## src/rtl/scta_pkg.sv

```systemverilog
package scta_pkg;

    // Scancode set 1 codes with a special meaning
    localparam logic [7:0] SC_LSHIFT_MAKE = 8'h2A;
    localparam logic [7:0] SC_RSHIFT_MAKE = 8'h36;
    localparam logic [7:0] SC_LSHIFT_BRK  = 8'hAA;
    localparam logic [7:0] SC_RSHIFT_BRK  = 8'hB6;
    localparam logic [7:0] SC_CAPS_MAKE   = 8'h3A;

    // Number of codes covered by the lookup tables
    localparam logic [7:0] SC_TABLE_ENTRIES = 8'd58;
    localparam int unsigned SC_INDEX_W = 6;

    // Character width and case offset
    localparam int unsigned CHAR_W = 7;
    localparam logic [CHAR_W-1:0] CHAR_LOWER_A = 7'h61;
    localparam logic [CHAR_W-1:0] CHAR_LOWER_Z = 7'h7A;
    localparam logic [CHAR_W-1:0] CHAR_CASE_OFS = 7'd32;

    // Result of decoding one scancode
    typedef struct packed {
        logic              has_result;
        logic [CHAR_W-1:0] ch;
    } scta_result_t;

    // Unshifted key map
    function automatic logic [CHAR_W-1:0] plain_char(input logic [SC_INDEX_W-1:0] idx);
        logic [CHAR_W-1:0] c;
        unique case (idx)
            6'd1:    c = 7'h1B;   // escape
            6'd2:    c = 7'h31;
            6'd3:    c = 7'h32;
            6'd4:    c = 7'h33;
            6'd5:    c = 7'h34;
            6'd6:    c = 7'h35;
            6'd7:    c = 7'h36;
            6'd8:    c = 7'h37;
            6'd9:    c = 7'h38;
            6'd10:   c = 7'h39;
            6'd11:   c = 7'h30;
            6'd12:   c = 7'h2D;   // -
            6'd13:   c = 7'h3D;   // =
            6'd14:   c = 7'h08;   // backspace
            6'd15:   c = 7'h09;   // tab
            6'd16:   c = 7'h71;   // q
            6'd17:   c = 7'h77;
            6'd18:   c = 7'h65;
            6'd19:   c = 7'h72;
            6'd20:   c = 7'h74;
            6'd21:   c = 7'h79;
            6'd22:   c = 7'h75;
            6'd23:   c = 7'h69;
            6'd24:   c = 7'h6F;
            6'd25:   c = 7'h70;
            6'd26:   c = 7'h5B;   // [
            6'd27:   c = 7'h5D;   // ]
            6'd28:   c = 7'h0A;   // enter
            6'd30:   c = 7'h61;   // a
            6'd31:   c = 7'h73;
            6'd32:   c = 7'h64;
            6'd33:   c = 7'h66;
            6'd34:   c = 7'h67;
            6'd35:   c = 7'h68;
            6'd36:   c = 7'h6A;
            6'd37:   c = 7'h6B;
            6'd38:   c = 7'h6C;
            6'd39:   c = 7'h3B;   // ;
            6'd40:   c = 7'h27;   // '
            6'd41:   c = 7'h60;   // `
            6'd43:   c = 7'h5C;   // backslash
            6'd44:   c = 7'h7A;   // z
            6'd45:   c = 7'h78;
            6'd46:   c = 7'h63;
            6'd47:   c = 7'h76;
            6'd48:   c = 7'h62;
            6'd49:   c = 7'h6E;
            6'd50:   c = 7'h6D;
            6'd51:   c = 7'h2C;   // ,
            6'd52:   c = 7'h2E;   // .
            6'd53:   c = 7'h2F;   // /
            6'd55:   c = 7'h2A;   // keypad *
            6'd57:   c = 7'h20;   // space
            default: c = 7'h00;   // ctrl, shift, alt and codes past the table
        endcase
        return c;
    endfunction

    // Shifted key map
    function automatic logic [CHAR_W-1:0] shifted_char(input logic [SC_INDEX_W-1:0] idx);
        logic [CHAR_W-1:0] c;
        unique case (idx)
            6'd1:    c = 7'h1B;
            6'd2:    c = 7'h21;   // !
            6'd3:    c = 7'h40;   // @
            6'd4:    c = 7'h23;   // #
            6'd5:    c = 7'h24;   // $
            6'd6:    c = 7'h25;   // %
            6'd7:    c = 7'h5E;   // ^
            6'd8:    c = 7'h26;   // &
            6'd9:    c = 7'h2A;   // *
            6'd10:   c = 7'h28;   // (
            6'd11:   c = 7'h29;   // )
            6'd12:   c = 7'h5F;   // _
            6'd13:   c = 7'h2B;   // +
            6'd14:   c = 7'h08;
            6'd15:   c = 7'h09;
            6'd16:   c = 7'h51;   // Q
            6'd17:   c = 7'h57;
            6'd18:   c = 7'h45;
            6'd19:   c = 7'h52;
            6'd20:   c = 7'h54;
            6'd21:   c = 7'h59;
            6'd22:   c = 7'h55;
            6'd23:   c = 7'h49;
            6'd24:   c = 7'h4F;
            6'd25:   c = 7'h50;
            6'd26:   c = 7'h7B;   // {
            6'd27:   c = 7'h7D;   // }
            6'd28:   c = 7'h0A;
            6'd30:   c = 7'h41;   // A
            6'd31:   c = 7'h53;
            6'd32:   c = 7'h44;
            6'd33:   c = 7'h46;
            6'd34:   c = 7'h47;
            6'd35:   c = 7'h48;
            6'd36:   c = 7'h4A;
            6'd37:   c = 7'h4B;
            6'd38:   c = 7'h4C;
            6'd39:   c = 7'h3A;   // :
            6'd40:   c = 7'h22;   // "
            6'd41:   c = 7'h7E;   // ~
            6'd43:   c = 7'h7C;   // |
            6'd44:   c = 7'h5A;   // Z
            6'd45:   c = 7'h58;
            6'd46:   c = 7'h43;
            6'd47:   c = 7'h56;
            6'd48:   c = 7'h42;
            6'd49:   c = 7'h4E;
            6'd50:   c = 7'h4D;
            6'd51:   c = 7'h3C;   // <
            6'd52:   c = 7'h3E;   // >
            6'd53:   c = 7'h3F;   // ?
            6'd55:   c = 7'h2A;
            6'd57:   c = 7'h20;
            default: c = 7'h00;
        endcase
        return c;
    endfunction

endpackage

```

## src/rtl/scta_decode.sv

```systemverilog
module scta_decode
    import scta_pkg::*;
(
    input  logic         aclk,
    input  logic         aresetn,
    input  logic [7:0]   code,      // registered scancode
    input  logic         advance,   // registered code leaves this stage
    output scta_result_t result
);

    logic shift_held_reg;
    logic shift_held_next;
    logic caps_on_reg;
    logic caps_on_next;

    logic                  is_shift_make;
    logic                  is_shift_brk;
    logic                  is_caps_make;
    logic                  in_table;
    logic [SC_INDEX_W-1:0] idx;
    logic [CHAR_W-1:0]     base_ch;
    logic                  is_letter;

    // Classify the code
    assign is_shift_make = (code == SC_LSHIFT_MAKE) || (code == SC_RSHIFT_MAKE);
    assign is_shift_brk  = (code == SC_LSHIFT_BRK) || (code == SC_RSHIFT_BRK);
    assign is_caps_make  = (code == SC_CAPS_MAKE);
    assign in_table      = !code[7] && (code < SC_TABLE_ENTRIES);
    assign idx           = code[SC_INDEX_W-1:0];

    // Look up the character and apply shift and caps lock
    assign base_ch   = plain_char(idx);
    assign is_letter = (base_ch >= CHAR_LOWER_A) && (base_ch <= CHAR_LOWER_Z);

    always_comb begin
        result.has_result = in_table && !is_shift_make && !is_caps_make;
        if (is_letter) begin
            result.ch = (shift_held_reg ^ caps_on_reg) ? (base_ch - CHAR_CASE_OFS) : base_ch;
        end else if (shift_held_reg) begin
            result.ch = shifted_char(idx);
        end else begin
            result.ch = base_ch;
        end
    end

    // Update the modifier flags as the code leaves
    always_comb begin
        shift_held_next = shift_held_reg;
        caps_on_next    = caps_on_reg;
        if (advance) begin
            if (is_shift_make) begin
                shift_held_next = 1'b1;
            end else if (is_shift_brk) begin
                shift_held_next = 1'b0;
            end
            if (is_caps_make) begin
                caps_on_next = !caps_on_reg;
            end
        end
    end

    always_ff @(posedge aclk) begin
        if (!aresetn) begin
            shift_held_reg <= 1'b0;
            caps_on_reg    <= 1'b0;
        end else begin
            shift_held_reg <= shift_held_next;
            caps_on_reg    <= caps_on_next;
        end
    end

endmodule

```

## src/rtl/scta_out_reg.sv

```systemverilog
module scta_out_reg
    import scta_pkg::*;
(
    input  logic              aclk,
    input  logic              aresetn,
    input  logic              load,      // write a new result
    input  logic [CHAR_W-1:0] load_ch,
    output logic              free,      // register can take a result this cycle
    output logic              m_tvalid,
    input  logic              m_tready,
    output logic [CHAR_W-1:0] m_ch
);

    logic              valid_reg;
    logic              valid_next;
    logic [CHAR_W-1:0] ch_reg;

    // Free when empty or when the held result is taken now
    assign free = !valid_reg || m_tready;

    always_comb begin
        valid_next = valid_reg;
        if (load) begin
            valid_next = 1'b1;
        end else if (m_tready) begin
            valid_next = 1'b0;
        end
    end

    always_ff @(posedge aclk) begin
        if (!aresetn) begin
            valid_reg <= 1'b0;
        end else begin
            valid_reg <= valid_next;
        end
    end

    // Hold the payload until a new result is loaded
    always_ff @(posedge aclk) begin
        if (load) begin
            ch_reg <= load_ch;
        end
    end

    assign m_tvalid = valid_reg;
    assign m_ch     = ch_reg;

endmodule

```

## src/rtl/scancode_to_ascii_decoder.sv

```systemverilog
// Scancode set 1 to ASCII decoder.
//
// Input channel s_*: one raw keyboard scancode byte per transaction; bit 7
// marks a key release. Output channel m_*: one ASCII character per
// transaction, 0 for keys without a character (ctrl, alt and the like).
// Shift make and break codes, the caps-lock make code, other break codes
// and codes past the key table produce no output transaction; the shift
// and caps-lock codes only update the modifier flags.
//
// Path: an accepted byte is loaded into the input register; when it moves
// on, its character is loaded into the output register and shows on m_*.
// Throughput: one byte per cycle, set by the single lookup stage, as long as
// the output register is free or the receiver takes its character.
//
// Reset (aresetn low, synchronous) empties both registers and clears the
// shift and caps-lock flags. When the receiver stalls, the output register
// holds its character; the input register keeps taking bytes until it holds
// one that needs the busy output register, then s_tready drops.
module scancode_to_ascii_decoder
    import scta_pkg::*;
(
    input  logic       aclk,
    input  logic       aresetn,
    input  logic       s_tvalid,
    output logic       s_tready,
    input  logic [7:0] s_tdata,    // [7:0] scan_byte
    output logic       m_tvalid,
    input  logic       m_tready,
    output logic [7:0] m_tdata     // [6:0] ascii_char, [7] zero
);

    logic         in_valid_reg;
    logic         in_valid_next;
    logic [7:0]   in_code_reg;
    logic         out_free;
    logic         advance;
    scta_result_t result;
    logic [CHAR_W-1:0] out_ch;

    // Registered code moves on when it needs no output slot or one is free
    assign advance  = in_valid_reg && (!result.has_result || out_free);
    assign s_tready = !in_valid_reg || advance;

    always_comb begin
        in_valid_next = in_valid_reg;
        if (s_tvalid && s_tready) begin
            in_valid_next = 1'b1;
        end else if (advance) begin
            in_valid_next = 1'b0;
        end
    end

    always_ff @(posedge aclk) begin
        if (!aresetn) begin
            in_valid_reg <= 1'b0;
        end else begin
            in_valid_reg <= in_valid_next;
        end
    end

    always_ff @(posedge aclk) begin
        if (s_tvalid && s_tready) begin
            in_code_reg <= s_tdata;
        end
    end

    scta_decode u_decode (
        .aclk    (aclk),
        .aresetn (aresetn),
        .code    (in_code_reg),
        .advance (advance),
        .result  (result)
    );

    scta_out_reg u_out (
        .aclk     (aclk),
        .aresetn  (aresetn),
        .load     (advance && result.has_result),
        .load_ch  (result.ch),
        .free     (out_free),
        .m_tvalid (m_tvalid),
        .m_tready (m_tready),
        .m_ch     (out_ch)
    );

    assign m_tdata = {1'b0, out_ch};

endmodule
```

## config.mk

```make
export PLATFORM = sky130hd
export DESIGN_NAME = scancode_to_ascii_decoder
export DESIGN_NICKNAME = d
export VERILOG_FILES = /design/src/rtl/scta_pkg.sv /design/src/rtl/scta_decode.sv /design/src/rtl/scta_out_reg.sv /design/src/rtl/scancode_to_ascii_decoder.sv
export SDC_FILE = /design/constraint.sdc
export NUM_CORES = 1
export LEC_CHECK = 0
export BUFFER_PORTS_ARGS = -buffer_cell sky130_fd_sc_hd__buf_2
export CORE_UTILIZATION = 65
export DETAILED_ROUTE_END_ITERATION = 8
export HOLD_SLACK_MARGIN = 0.06
export PLACE_DENSITY = 0.85
export SYNTH_ARGS = -nofsm -noshare
export SYNTH_HDL_FRONTEND = slang
export SYNTH_SLANG_ARGS = --single-unit
```

## constraint.sdc

```tcl
create_clock -name aclk -period 7.3 [get_ports aclk]
set_input_delay 1.095 -clock aclk [delete_from_list [all_inputs] [get_ports aclk]]
set_output_delay 1.095 -clock aclk [all_outputs]
set_load 0.02 [all_outputs]
```

### Yosys cells after proc, flatten, opt, wreduce, memory -nomap -nowiden

Memory sizes are Yosys's and may differ from the RTL's. A register that Yosys moved wholly into a read port is not among the register bits.
Index checks and enable logic that the tools add are counted.

| cells by class | value |
|---|---|
| $add $sub $neg | 1 |
| multiplexer cells | 11 |
| reduce and logical (&&, ||, !) cells | 24 |
| $lt $le $gt $ge | 3 |
| bitwise logic cells | 1 |
| equal/unequal tests | 5 |

Operators by type and width:

| cell | number |
|---|---|
| $eq A8 B6 Y1 const B | 3 |
| $mux W7 | 3 |
| $eq A8 B8 Y1 const B | 2 |
| $mux W6 | 2 |
| $lt A8 B6 Y1 const B | 1 |
| $ge A7 B7 Y1 const B | 1 |
| $le A7 B7 Y1 const B | 1 |
| $logic_and A1 B1 Y1 | 7 |
| $logic_not A1 Y1 | 7 |
| $sub A7 B6 Y7 const B | 1 |
| $mux W1 | 6 |
| $reduce_bool A2 Y1 | 3 |
| $logic_or A1 B1 Y1 | 5 |
| $reduce_and A2 Y1 | 2 |
| $xor A1 B1 Y1 | 1 |

| word-level totals | value |
|---|---|
| bits of input ports | 12 |
| memories kept | 2 |
| output and inout port bits | 10 |
| memory bits (read-only) | 896 |
| logic and storage cells | 53 |
| flip-flop bits (word level) | 19 |

Memories:

| memory | depth | bits a word | read ports | clocked after Yosys merged registers in | write ports | line | text |
|---|---|---|---|---|---|---|---|
| (name not given) | 64 | 7 | 1 | 1 | 0 | scta_pkg.sv:91 | `unique case (idx)` |
| (name not given) | 64 | 7 | 1 | 1 | 0 | scta_pkg.sv:29 | `unique case (idx)` |

### Logic depth before layout (Yosys ltp)

| depth | value |
|---|---|
| depth in word-level cells | 11 |
| depth in mapped cells | 13 |

### Modules after synthesis

A second synthesis with hierarchy kept.

| second synthesis, totals | value |
|---|---|
| cells, all modules | 270 |
| area, all modules | 2383.5 um^2 |

Modules (own cells, without submodules):

| module | cells an instance | area an instance (um^2) | times used | sequential area each (um^2) |
|---|---|---|---|---|
| scta_decode | 241 | 1790.5 | 1 | 40.0 |
| scancode_to_ascii_decoder | 18 | 334.1 | 1 | 260.2 |
| scta_out_reg | 11 | 259.0 | 1 | 230.2 |

### Worst setup path before layout

No wires, ideal clock.

| timing path | value |
|---|---|
| kind | input -> register |
| start | in m_tready |
| end | reg u_decode.base_ch[0] (netlist name) |
| data required time | 7.205 ns |
| stages on the path | 10 |
| setup slack | 3.753 ns |
| arrival | 3.452 ns |
| path through | nor2b_1 a21oi_2 a21oi_4 inv_6 mux2i_4 inv_2 ha_1 a2111oi_2 o22ai_1 a221oi_1 |

| between the ends | value |
|---|---|
| cells in the longest elaborated chain, start to end | 6 |

RTL lines:

| element | line | text |
|---|---|---|
| start, declared | scancode_to_ascii_decoder.sv:28 | `input logic m_tready,` |
| $logic_or A1 B1 Y1 | scta_out_reg.sv:19 | `assign free = !valid_reg \|\| m_tready;` |
| $logic_or A1 B1 Y1 | scancode_to_ascii_decoder.sv:41 | `assign advance = in_valid_reg && (!result.has_result \|\| out_free);` |
| $logic_and A1 B1 Y1 | scancode_to_ascii_decoder.sv:41 |  |
| $logic_or A1 B1 Y1 | scancode_to_ascii_decoder.sv:42 | `assign s_tready = !in_valid_reg \|\| advance;` |
| $logic_and A1 B1 Y1 | scancode_to_ascii_decoder.sv:62 | `if (s_tvalid && s_tready) begin` |
| $mux W6 (no source line) | n/a |  |

No other way between the ends.
A chain may end at the register's enable or synchronous reset.

### Final worst setup path

| timing path | value |
|---|---|
| start | in m_tready |
| end | reg u_decode.base_ch[0] (netlist name) |

| between the ends | value |
|---|---|
| cells in the longest elaborated chain, start to end | 6 |

RTL lines:

| element | line |
|---|---|
| $logic_or A1 B1 Y1 | scta_out_reg.sv:19 |
| $logic_or A1 B1 Y1 | scancode_to_ascii_decoder.sv:41 |
| $logic_and A1 B1 Y1 | scancode_to_ascii_decoder.sv:41 |
| $logic_or A1 B1 Y1 | scancode_to_ascii_decoder.sv:42 |
| $logic_and A1 B1 Y1 | scancode_to_ascii_decoder.sv:62 |
| $mux W6 (no source line) | n/a |

No other way between the ends.

==> run summary <==
final setup TNS: 0 ps
Clock Pin Slew Worst Setup and Hold Paths: 70 ps
CTS tree: built
clk_skew: 10.2 ps
Mapped Area: 2780 µm²
final worst path period need: 3990 ps
via count: 2769
Gates resized, CTS repair: 0
# IOs: 22
first-pass GRT wire length: 12.0 mm
Critical Path RT: 7460 ps
Die W: 67.4 µm
area of placed instances: 2860 µm²
clk sinks: 33
Tcrit/Tclk final: 54.6%
Synth Flop Type: dfxtp_1
synth warn: 0
Vias/cell: 7.36
Post-synth EDFFs: 15
Mapped Cells: 315
share of post-route cells with drive strength above 1: 16.6%
worst-path fanout max: 15
drt pass-1 iters: 6
endpoints failing hold: 0
Max-cap violations: 0
Max Clock Freq: 251 MHz
Netlist cell types: 69
post-route cell area: 2950 µm²
placer congestion estimate: 0.976
initial antenna violation count: 0
post-synthesis async set-or-reset flop share: 0%
arrival time worst endpoint: 4150 ps
Setup Fix Bufs, Post-CTS: 0
Pleak: 1.16 nW
CTS Hold Bufs: 0
crit-path max cell delay: 470 ps
FP Rows: 23
Syn Nets: 340
Tightest Pin Transition: 871 ps
max_slew headroom: 41.9%
IO Port Bufs: 20
post-DP HPWL: 5.38 mm
min-delay worst type: flop to flop
vias in the first global route: 2452
CP startpoint kind: input pin
Iteration-0 DRC Markers: 316
core area: 4060 µm²
setup violators final: 0
clock tree buffer depth: 2
Final Slew Violations: 0
Seq/Total Area, Yosys: 29.2%
clock root buffer master: clkbuf_8
antenna cells: 0
cell area power density: 192 nW/µm²
crit end category: flop
largest net degree at the start of global routing: 27
GRT overflow: 0
clock latency on the worst-skew pair: 280 ps
crit path cell chain: buf_2 -> nor2b_1 -> a21oi_2 -> a21oi_4 -> inv_6 -> mux2i_4 -> inv_2 -> ha_1 -> a2111oi_2 -> o22ai_1 -> a221oi_1
Initial Util: 68.4%
setup repair after global routing missed its margin: false
die height: 67.4 µm
kind of critical path: input pin to flop
drt drc: 0
final net count: 350
WL/cell: 20.3 µm
Num CTS Buffers: 5
syn avg cell area: 8.81 µm²
full die area: 4540 µm²
peak supply drop: 0.000111 V
gr usage total: 36.0%
delay-heaviest family, CP: compound AO/OA/AOI/OAI gates
post-route ant nets: 0
Worst path slowest cell: mux2i_4
htree depth: 2
total routed wirelength: 7.62 mm
outcome: complete, no violations
WP buf/inv: 3
Layout area overhead: 6.35%
FILL cells: 305
Yosys reg bits: 33
-- through the flow --
stage / total power [mW] / util [%] / hold slack [ps] / std cells / setup WS (ps)
global route: 0.590 / 72.8 / 564 / 376 / 3120
global placement: 0.416 / 70.5 / 517 / 368 / 3390
CTS: 0.559 / 72.8 / 545 / 376 / 3390
floorplan: 0.373 / - / 509 / 315 / 3750
finish: 0.568 / 72.8 / 552 / 376 / 3310
detailed placement: 0.420 / 70.5 / 519 / 368 / 3220
-- power breakdown --
part | leakage [nW] | internal [mW] | switching, mW | total, mW
logic | 0.814 | 0.0704 | 0.121 | 0.192
registers | 0.293 | 0.217 | 0.0188 | 0.236
clock network | 0.0486 | 0.0747 | 0.0657 | 0.140
-- cell usage after synthesis (3+ instances only) --
master | instances | area [µm²]
a211o_1 | 4 | 35.0
a211oi_1 | 4 | 30.0
a21boi_0 | 3 | 22.5
a21oi_1 | 14 | 70.1
a221o_1 | 4 | 40.0
a221oi_1 | 3 | 26.3
a31oi_1 | 4 | 25.0
and2_1 | 4 | 25.0
and3_1 | 7 | 43.8
buf_2 | 11 | 55.1
clkbuf_1 | 6 | 22.5
dfxtp_1 | 18 | 360
edfxtp_1 | 15 | 450
ha_1 | 13 | 163
inv_1 | 10 | 37.5
mux2_2 | 7 | 78.8
mux2i_1 | 14 | 140
nand2_1 | 19 | 71.3
nand2b_1 | 4 | 25.0
nand3_1 | 16 | 80.1
nor2_1 | 25 | 93.8
nor2b_1 | 8 | 50.1
nor3_1 | 9 | 45.0
nor4_1 | 4 | 25.0
o211a_1 | 3 | 30.0
o211ai_1 | 10 | 75.1
o21ai_0 | 17 | 85.1
o221ai_1 | 4 | 35.0
o22ai_1 | 3 | 18.8
xor2_1 | 4 | 35.0
-- cells by family after synthesis --
group                      count (synthesis)  synth area share (%)
and+or+nand+nor                          104                  19.0
AOI/OAI and AO/OA                        103                  29.2
DFF                                       33                  29.2
buffers and inverters                     33                  5.45
muxes                                     23                  9.51
adders and majority gates                 13                  5.86
xor gates and xnor gates                   5                  1.58
other                                      1                 0.135
-- path summary, 6_finish.rpt --
kind                                startpoint                   to  slack (ps)  cells past startpoint
worst max-delay path                  m_tready  u_decode.base_ch[0]        3310                     11
worst min-delay path                      flop        u_out.m_ch[0]         550                      1
worst max register to register  in_code_reg[2]  u_decode.base_ch[0]        3590                     10
worst min register to register            flop        u_out.m_ch[0]         550                      1
-- placed cells by master, fill, tap and decap left out, types with 8 or more instances in the layout --
cell and n:
nand2_1 19, mux2i_1 14, a21oi_1 14, o211ai_1 10
ha_1 13, nor3_1 9, buf_2 20, nand3_1 16
nor2b_1 8, edfxtp_1 15, dfxtp_1 18, nor2_1 25
inv_1 10, o21ai_0 17
-- worst reg2reg max path, stage by stage, from the launching register on --
cell	delay, ps
edfxtp_1	620
mux2i_1	390
o21ai_4	150
a21oi_4	340
inv_6	150
mux2i_4	470
inv_2	230
ha_1	290
a2111oi_2	460
o22ai_1	170
a221oi_1	310
-- metal layers --
metal / track usage, % / up-vias / wire (µm)
li1: - / 1231 / -
met2: 55.9 / 243 / 3330
met3: 9.63 / 53 / 921
met1: 45.4 / 1242 / 3000
met4: 18.6 / 0 / 366
met5: 0 / - / 0
-- final cells by class --
class,instances,area (µm²),share of cell area [%]
repair buffers,22,115,3.90
inverters,14,58.8,1.99
clock inverters,2,8.76,0.297
clock buffers,6,82.6,2.80
flip-flops and latches,33,811,27.5
multi-input cells,249,1810,61.4
well taps,50,62.6,2.12
Note: power is estimated with default switching activity, not from simulation.
